<file path="config.mk">
export PLATFORM = sky130hd
export DESIGN_NAME = moving_average_window
export DESIGN_NICKNAME = d
export VERILOG_FILES = /design/src/mavg_pkg.sv /design/src/mavg_front.sv /design/src/mavg_queue.sv /design/src/mavg_div.sv /design/src/moving_average_window.sv
export SDC_FILE = /design/constraint.sdc
export NUM_CORES = 1
export LEC_CHECK = 0
export ABC_CLOCK_PERIOD_IN_PS = 5000
export BUFFER_PORTS_ARGS = -buffer_cell sky130_fd_sc_hd__clkbuf_2
export CAP_MARGIN = 10
export CORE_UTILIZATION = 60
export CTS_CLUSTER_SIZE = 30
export DETAILED_ROUTE_END_ITERATION = 10
export PLACE_DENSITY = 0.75
export SYNTH_ARGS = -nofsm -noshare
export SYNTH_HDL_FRONTEND = slang
export SYNTH_HIERARCHICAL = 1
export SYNTH_SLANG_ARGS = --single-unit
</file>
<file path="constraint.sdc">
create_clock -name clk_i -period 5 [get_ports clk_i]
set_clock_uncertainty 0.05 [all_clocks]
set_input_delay 0.5 -clock clk_i [delete_from_list [all_inputs] [get_ports clk_i]]
set_output_delay 0.5 -clock clk_i [all_outputs]
set_load 0.01 [all_outputs]
</file>
<file path="src/mavg_pkg.sv">
package mavg_pkg;

  localparam int unsigned SAMPLE_W       = 16;
  localparam int unsigned CFG_W          = 5;
  localparam int unsigned MAX_WINDOW_DEF = 20;
  localparam int unsigned WINDOW_RESET   = 3;

  // job queue between front and divider
  localparam int unsigned Q_DEPTH = 2;
  localparam int unsigned QPTR_W  = $clog2(Q_DEPTH);
  localparam int unsigned QCNT_W  = $clog2(Q_DEPTH + 1);

  typedef logic signed [SAMPLE_W-1:0] sample_t;
  typedef logic        [CFG_W-1:0]    cfg_t;

endpackage

</file>
<file path="src/mavg_front.sv">
module mavg_front #(
  parameter int unsigned MAX_WINDOW = mavg_pkg::MAX_WINDOW_DEF,
  parameter int unsigned CNT_W      = $clog2(MAX_WINDOW + 1),
  parameter int unsigned SUM_W      = mavg_pkg::SAMPLE_W + CNT_W
) (
  input  logic                    clk_i,
  input  logic                    rst_ni,
  input  mavg_pkg::sample_t       sample_i,
  input  logic                    in_valid_i,
  output logic                    in_ready_o,
  input  logic                    cfg_we_i,
  input  mavg_pkg::cfg_t          cfg_wdata_i,
  output logic signed [SUM_W-1:0] job_sum_o,
  output logic [CNT_W-1:0]        job_count_o,
  output logic                    job_full_o,
  output logic                    job_valid_o,
  input  logic                    job_ready_i
);
  import mavg_pkg::*;

  localparam int unsigned PTR_W = (MAX_WINDOW > 1) ? $clog2(MAX_WINDOW) : 1;
  localparam int unsigned RESET_WIN =
    (WINDOW_RESET > MAX_WINDOW) ? MAX_WINDOW : WINDOW_RESET;

  logic [CNT_W-1:0]        window_q, window_d;
  logic [CNT_W-1:0]        count_q, count_d;
  logic [PTR_W-1:0]        pos_q, pos_d;
  logic signed [SUM_W-1:0] sum_q, sum_d;
  sample_t                 ring_q [MAX_WINDOW];

  logic                    accept;
  logic                    at_full;
  logic signed [SUM_W-1:0] new_ext, old_ext;
  logic [CNT_W-1:0]        pos_inc;

  assign in_ready_o = job_ready_i;
  assign accept     = in_valid_i && job_ready_i;
  assign at_full    = (count_q == window_q);
  assign new_ext    = SUM_W'(sample_i);
  assign old_ext    = at_full ? SUM_W'(ring_q[pos_q]) : '0;
  assign pos_inc    = CNT_W'(pos_q) + CNT_W'(1);

  always_comb begin
    window_d = window_q;
    count_d  = count_q;
    pos_d    = pos_q;
    sum_d    = sum_q;
    if (cfg_we_i) begin
      if (cfg_wdata_i == '0) begin
        window_d = CNT_W'(1);
      end else if (32'(cfg_wdata_i) > MAX_WINDOW) begin
        window_d = CNT_W'(MAX_WINDOW);
      end else begin
        window_d = CNT_W'(cfg_wdata_i);
      end
      count_d = '0;
      pos_d   = '0;
      sum_d   = '0;
    end else if (accept) begin
      count_d = at_full ? count_q : count_q + CNT_W'(1);
      sum_d   = sum_q - old_ext + new_ext;
      pos_d   = (pos_inc >= window_q) ? '0 : PTR_W'(pos_inc);
    end
  end

  always_ff @(posedge clk_i or negedge rst_ni) begin
    if (!rst_ni) begin
      window_q <= CNT_W'(RESET_WIN);
      count_q  <= '0;
      pos_q    <= '0;
      sum_q    <= '0;
    end else begin
      window_q <= window_d;
      count_q  <= count_d;
      pos_q    <= pos_d;
      sum_q    <= sum_d;
    end
  end

  always_ff @(posedge clk_i) begin
    if (accept && !cfg_we_i) begin
      ring_q[pos_q] <= sample_i;
    end
  end

  assign job_valid_o = in_valid_i;
  assign job_sum_o   = sum_d;
  assign job_count_o = count_d;
  assign job_full_o  = (count_d == window_q);

  a_count_le_window : assert property (@(posedge clk_i) disable iff (!rst_ni)
    count_q <= window_q)
    else $error("sample count above window size");

  a_pos_in_window : assert property (@(posedge clk_i) disable iff (!rst_ni)
    CNT_W'(pos_q) < window_q)
    else $error("write position outside window");

  a_window_range : assert property (@(posedge clk_i) disable iff (!rst_ni)
    (window_q != '0) && (32'(window_q) <= MAX_WINDOW))
    else $error("window size out of range");

endmodule

</file>
<file path="src/mavg_queue.sv">
module mavg_queue #(
  parameter int unsigned DATA_W = 1
) (
  input  logic              clk_i,
  input  logic              rst_ni,
  input  logic [DATA_W-1:0] wdata_i,
  input  logic              wvalid_i,
  output logic              wready_o,
  output logic [DATA_W-1:0] rdata_o,
  output logic              rvalid_o,
  input  logic              rready_i
);
  import mavg_pkg::*;

  logic [DATA_W-1:0] mem_q [Q_DEPTH];
  logic [QPTR_W-1:0] wptr_q, rptr_q;
  logic [QCNT_W-1:0] cnt_q;
  logic              push, pop;

  assign wready_o = (cnt_q != QCNT_W'(Q_DEPTH));
  assign rvalid_o = (cnt_q != '0);
  assign rdata_o  = mem_q[rptr_q];
  assign push     = wvalid_i && wready_o;
  assign pop      = rvalid_o && rready_i;

  always_ff @(posedge clk_i or negedge rst_ni) begin
    if (!rst_ni) begin
      wptr_q <= '0;
      rptr_q <= '0;
      cnt_q  <= '0;
    end else begin
      if (push) begin
        wptr_q <= (32'(wptr_q) == Q_DEPTH - 1) ? '0 : wptr_q + QPTR_W'(1);
      end
      if (pop) begin
        rptr_q <= (32'(rptr_q) == Q_DEPTH - 1) ? '0 : rptr_q + QPTR_W'(1);
      end
      if (push && !pop) begin
        cnt_q <= cnt_q + QCNT_W'(1);
      end else if (pop && !push) begin
        cnt_q <= cnt_q - QCNT_W'(1);
      end
    end
  end

  always_ff @(posedge clk_i) begin
    if (push) begin
      mem_q[wptr_q] <= wdata_i;
    end
  end

  a_cnt_bound : assert property (@(posedge clk_i) disable iff (!rst_ni)
    32'(cnt_q) <= Q_DEPTH)
    else $error("queue count above depth");

endmodule

</file>
<file path="src/mavg_div.sv">
module mavg_div #(
  parameter int unsigned CNT_W = 5,
  parameter int unsigned SUM_W = 21
) (
  input  logic                    clk_i,
  input  logic                    rst_ni,
  input  logic signed [SUM_W-1:0] job_sum_i,
  input  logic [CNT_W-1:0]        job_count_i,
  input  logic                    job_full_i,
  input  logic                    job_valid_i,
  output logic                    job_ready_o,
  output mavg_pkg::sample_t       average_o,
  output logic                    window_full_o,
  output logic                    out_valid_o,
  input  logic                    out_ready_i
);
  import mavg_pkg::*;

  localparam int unsigned STEP_W = $clog2(SUM_W);

  localparam logic [1:0] ST_IDLE = 2'd0;
  localparam logic [1:0] ST_RUN  = 2'd1;
  localparam logic [1:0] ST_DONE = 2'd2;

  logic [1:0]        state_q, state_d;
  logic [STEP_W-1:0] step_q, step_d;
  logic [SUM_W-1:0]  dvd_q, dvd_d;
  logic [CNT_W:0]    rem_q, rem_d;
  logic [CNT_W-1:0]  div_q, div_d;
  logic              neg_q, neg_d;
  logic              full_q, full_d;
  logic              out_valid_q, out_valid_d;
  sample_t           avg_q, avg_d;
  logic              wfull_q, wfull_d;

  logic [CNT_W:0]    rem_sh;
  logic              ge;
  logic [SUM_W-1:0]  quot;

  assign rem_sh = {rem_q[CNT_W-1:0], dvd_q[SUM_W-1]};
  assign ge     = (rem_sh >= {1'b0, div_q});
  assign quot   = neg_q ? (~dvd_q + SUM_W'(1)) : dvd_q;

  assign job_ready_o = (state_q == ST_IDLE);

  always_comb begin
    state_d     = state_q;
    step_d      = step_q;
    dvd_d       = dvd_q;
    rem_d       = rem_q;
    div_d       = div_q;
    neg_d       = neg_q;
    full_d      = full_q;
    out_valid_d = out_valid_q;
    avg_d       = avg_q;
    wfull_d     = wfull_q;
    if (out_valid_q && out_ready_i) begin
      out_valid_d = 1'b0;
    end
    unique case (state_q)
      ST_IDLE: begin
        if (job_valid_i) begin
          neg_d   = job_sum_i[SUM_W-1];
          dvd_d   = job_sum_i[SUM_W-1] ? SUM_W'(-job_sum_i) : SUM_W'(job_sum_i);
          rem_d   = '0;
          div_d   = job_count_i;
          full_d  = job_full_i;
          step_d  = '0;
          state_d = ST_RUN;
        end
      end
      ST_RUN: begin
        rem_d  = ge ? (rem_sh - {1'b0, div_q}) : rem_sh;
        dvd_d  = {dvd_q[SUM_W-2:0], ge};
        step_d = step_q + STEP_W'(1);
        if (step_q == STEP_W'(SUM_W - 1)) begin
          state_d = ST_DONE;
        end
      end
      ST_DONE: begin
        if (!out_valid_q || out_ready_i) begin
          avg_d       = sample_t'(quot[SAMPLE_W-1:0]);
          wfull_d     = full_q;
          out_valid_d = 1'b1;
          state_d     = ST_IDLE;
        end
      end
      default: begin
        state_d = ST_IDLE;
      end
    endcase
  end

  always_ff @(posedge clk_i or negedge rst_ni) begin
    if (!rst_ni) begin
      state_q     <= ST_IDLE;
      step_q      <= '0;
      out_valid_q <= 1'b0;
    end else begin
      state_q     <= state_d;
      step_q      <= step_d;
      out_valid_q <= out_valid_d;
    end
  end

  always_ff @(posedge clk_i) begin
    dvd_q   <= dvd_d;
    rem_q   <= rem_d;
    div_q   <= div_d;
    neg_q   <= neg_d;
    full_q  <= full_d;
    avg_q   <= avg_d;
    wfull_q <= wfull_d;
  end

  assign average_o     = avg_q;
  assign window_full_o = wfull_q;
  assign out_valid_o   = out_valid_q;

  a_divisor_nonzero : assert property (@(posedge clk_i) disable iff (!rst_ni)
    (state_q == ST_RUN) |-> (div_q != '0))
    else $error("divide by zero count");

  a_rem_below_div : assert property (@(posedge clk_i) disable iff (!rst_ni)
    (state_q == ST_RUN) |-> (rem_q < {1'b0, div_q}))
    else $error("remainder not below divisor");

endmodule

</file>
<file path="src/moving_average_window.sv">
// moving average over the last N signed 16-bit samples
// input channel: sample_i with in_valid_i / in_ready_o, one word per sample
// output channel: average_o and window_full_o with out_valid_o / out_ready_i,
//   exactly one word per accepted sample, in order
// config: cfg_we_i writes cfg_wdata_i as window size (clamped to 1..MAX_WINDOW)
//   and clears the history; write only while no sample is in flight
// front: updates ring, count and running sum in the accept cycle and queues
//   the job (two entries); back: restoring divider, one quotient bit per cycle
// the divider works on one job at a time and takes the next only once its result
//   is in the output register; the queue holds the jobs behind it; the divider is
//   bit-serial over SUM_W bits, SUM_W = 16 + clog2(MAX_WINDOW + 1)
// reset: window size 3, empty history, queue and output empty
// a stalled receiver holds the result in the output register; the divider
//   finishes the next job and the queue takes two more samples before
//   in_ready_o drops
module moving_average_window #(
  parameter int unsigned MAX_WINDOW = mavg_pkg::MAX_WINDOW_DEF
) (
  input  logic              clk_i,
  input  logic              rst_ni,
  input  mavg_pkg::sample_t sample_i,
  input  logic              in_valid_i,
  output logic              in_ready_o,
  output mavg_pkg::sample_t average_o,
  output logic              window_full_o,
  output logic              out_valid_o,
  input  logic              out_ready_i,
  input  logic              cfg_we_i,
  input  mavg_pkg::cfg_t    cfg_wdata_i
);
  import mavg_pkg::*;

  localparam int unsigned CNT_W  = $clog2(MAX_WINDOW + 1);
  localparam int unsigned SUM_W  = SAMPLE_W + CNT_W;
  localparam int unsigned JOB_W  = SUM_W + CNT_W + 1;

  logic signed [SUM_W-1:0] f_sum;
  logic [CNT_W-1:0]        f_count;
  logic                    f_full, f_valid, f_ready;
  logic [JOB_W-1:0]        q_rdata;
  logic                    q_valid, q_ready;

  mavg_front #(
    .MAX_WINDOW (MAX_WINDOW),
    .CNT_W      (CNT_W),
    .SUM_W      (SUM_W)
  ) u_front (
    .clk_i       (clk_i),
    .rst_ni      (rst_ni),
    .sample_i    (sample_i),
    .in_valid_i  (in_valid_i),
    .in_ready_o  (in_ready_o),
    .cfg_we_i    (cfg_we_i),
    .cfg_wdata_i (cfg_wdata_i),
    .job_sum_o   (f_sum),
    .job_count_o (f_count),
    .job_full_o  (f_full),
    .job_valid_o (f_valid),
    .job_ready_i (f_ready)
  );

  mavg_queue #(
    .DATA_W (JOB_W)
  ) u_queue (
    .clk_i    (clk_i),
    .rst_ni   (rst_ni),
    .wdata_i  ({f_sum, f_count, f_full}),
    .wvalid_i (f_valid),
    .wready_o (f_ready),
    .rdata_o  (q_rdata),
    .rvalid_o (q_valid),
    .rready_i (q_ready)
  );

  mavg_div #(
    .CNT_W (CNT_W),
    .SUM_W (SUM_W)
  ) u_div (
    .clk_i         (clk_i),
    .rst_ni        (rst_ni),
    .job_sum_i     (q_rdata[JOB_W-1 -: SUM_W]),
    .job_count_i   (q_rdata[CNT_W:1]),
    .job_full_i    (q_rdata[0]),
    .job_valid_i   (q_valid),
    .job_ready_o   (q_ready),
    .average_o     (average_o),
    .window_full_o (window_full_o),
    .out_valid_o   (out_valid_o),
    .out_ready_i   (out_ready_i)
  );

endmodule

</file>
==> results_dict.tcl <==
set metrics [dict create \
    cts_tree "done" \
    p_per_area_nw_per_um2 521 \
    cp_max_fo 16 \
    antenna_cells 0 \
    drc_errors 0 \
    hold_buffers 0 \
    clk_latency_ps 580 \
    synthFlopType "edfxtp_1" \
    postSynthCellCount 1408 \
    routed_wl_um 44000 \
    die-area_um2 36500 \
    peakVddDrop_mv 0.342 \
    postRouteAntennaNets 0 \
    syn_avg_cell_area_um2 15.2 \
    finalHoldViolations 0 \
    numCtsBuffers 48 \
    fin_crit_sh 0.961 \
    cp-startpoint "u_front/pos_q[0]$_DFFE_PN0P_" \
    status "completed" \
    worst-path-buf-inv 2 \
    cts.sinks 472 \
    ys.warnings.count 6 \
    die_h_um 191 \
    cts-root-buf "clkbuf_16" \
    htreeDepth 2 \
    vias 12202 \
    cp-start-kind "register" \
    leakagePower_nw 8.51 \
    path_cells "buf_12, mux4_2, a22oi_1, o21ai_0, a221oi_2, nor2_1, fa_1, inv_1, ha_1, a2111oi_1, o21ai_1, and3_1, or3_1, a32o_1" \
    slowest_stage "dfrtp_4" \
    routabilityCongestion 0.908 \
    critical_path_class "register to register" \
    syn_to_final_growth_pct 11.5 \
    finalMaxSlewViolations 0 \
    die_w_um 191 \
    syn_area_um2 21400 \
    vias_per_cell 6.21 \
    start_util 0.615 \
    setup_violations 0 \
    grt_pass1_vias 12370 \
    fin_util 0.686 \
    grt_max_degree 55 \
    achievable-frequency_mhz 208 \
    groute.usage.overall 0.248 \
    final.min_clock_period_ps 4810 \
    drive_gt1_frac 0.188 \
    ys_types 71 \
    worst-endpoint-required_ps 5240 \
    placed_cells 1874 \
    whs_ps 12.9 \
    clk_path_buf_depth 3 \
    min_path_type "input pin to asynchronous set/reset pin" \
    slew_headroom 0.276 \
    ys_ff_latch 472 \
    rows 68 \
    layout_commonest_cell "edfxtp_1" \
    critPathMaxStageDelay_ps 560 \
    tns_ps 0 \
    fin_nets 1559 \
    hpwl_um 27700 \
    drt_iter0_drc 993 \
    fillCellCount 2274 \
    tightestPinTransition_ps 1090 \
    arrival_ps 5050 \
    path_clk_slew_ps 70 \
    port_buffers 44 \
    post_drt_wl_per_cell_um 22.4 \
    synth-edff-count 424 \
    firstDrtPassIters 5 \
    core-area_um2 34900 \
    syn_nets 1497 \
    crit-reg2reg-launch "u_front/pos_q[0]$_DFFE_PN0P_" \
    gr-total-overflow 0 \
    pin_count 45 \
    antenna_found_initial 0 \
    final_cells 1964 \
    reg2reg_slack_ps 190 \
    final_cell_mix "424 x edfxtp_1, 103 x inv_1, 93 x nand2_1" \
    seq_area_frac_synth 0.650 \
    synthArstFlopShare 0.102 \
    crit_path_end_kind "register" \
    grt_pass1_wl_um 68600 \
    max-cap-violations 0 \
    path_delay_family "compound AO/OA/AOI/OAI gates" \
]
repair_timing:
item	4_1_cts	5_1_grt
buffers inserted	0	1
setup endpoints to repair	0	20
gates resized for setup	0	14
power breakdown:
part,leakage [nW],internal (mW),switching (mW)
Sequential,4.51,4.92,0.308
Clock,0.768,2.05,1.49
Combinational,3.23,1.60,2.09
synthesized netlist by cell type (24+ instances only):
cell type / number / area (um2)
edfxtp_1: 424 / 12700
clkbuf_1: 41 / 154
nand2_1: 93 / 349
xnor2_1: 28 / 245
dfrtp_1: 46 / 1150
nor2_1: 56 / 210
ha_1: 42 / 526
mux4_2: 80 / 1800
o21ai_0: 68 / 340
xor2_1: 24 / 210
a21oi_1: 37 / 185
inv_1: 103 / 387
cell type report:
type | instances | area (um2) | share of cell area
Clock inverter | 27 | 285 | 0.0119
Sequential cell | 472 | 13900 | 0.583
Tap cell | 455 | 569 | 0.0238
Clock buffer | 62 | 1290 | 0.0541
Inverter | 103 | 387 | 0.0162
Multi-Input combinational cell | 766 | 6870 | 0.287
Timing Repair Buffer | 79 | 578 | 0.0242
state kept, by name, indices dropped and copies added, names as in the netlist:
signal / cells
u_front/ring_q: 320
u_queue/mem_q: 54
u_div/dvd_q: 21
u_front/sum_q: 21
u_div/average_o: 16
u_div/div_q: 5
u_div/rem_q: 5
u_div/step_q: 5
u_front/count_q: 5
u_front/pos_q: 5
u_front/window_q: 5
u_div/state_q: 2
u_queue/cnt_q: 2
u_div/full_q: 1
u_div/neg_q: 1
u_div/out_valid_o: 1
u_div/window_full_o: 1
u_queue/rptr_q: 1
u_queue/wptr_q: 1
worst paths after layout:
kind                                                   end  cells after the start
max in group asynchronous     u_front/pos_q[0]$_DFFE_PN0P_                      2
hold / removal                 u_div/step_q[1]$_DFFE_PN0P_                      2
min in group clk_i         u_front/window_q[1]$_DFFE_PN1P_                      3
hold reg to reg              u_div/window_full_o$_DFFE_PP_                      0
setup reg to reg            u_queue/mem_q[0][21]$_DFFE_PP_                     14
setup / recovery            u_queue/mem_q[0][21]$_DFFE_PP_                     14
layer usage:
layer  up-vias  GRT usage  part of all wire
li1       5519          -                 -
met1      6068      0.330              0.40
met2       526      0.422              0.50
met3        89     0.0393             0.071
met4         0     0.0791             0.024
met5         -          0                 0
stage by stage:
| step | cell area [um2] | setup slack, ps | power, mW |
|---|---|---|---|
| floorplan | 21400 | 573 | 8.07 |
| global placement | 22300 | 221 | 8.76 |
| detailed placement | 22300 | 147 | 8.89 |
| CTS | 23900 | 51.6 | 12.5 |
| global route | 23900 | -36.1 | 13.1 |
| finish | 23900 | 195 | 12.5 |
logic make-up after synthesis:
group | after synthesis | share of synthesized area
buf+inv | 170 | 0.0331
mux | 115 | 0.105
flops | 472 | 0.650
compound gates | 227 | 0.0706
xor+xnor | 52 | 0.0212
simple gates | 309 | 0.0758
fa+ha+maj | 63 | 0.0441
Note: power is estimated with default switching activity, not from simulation.
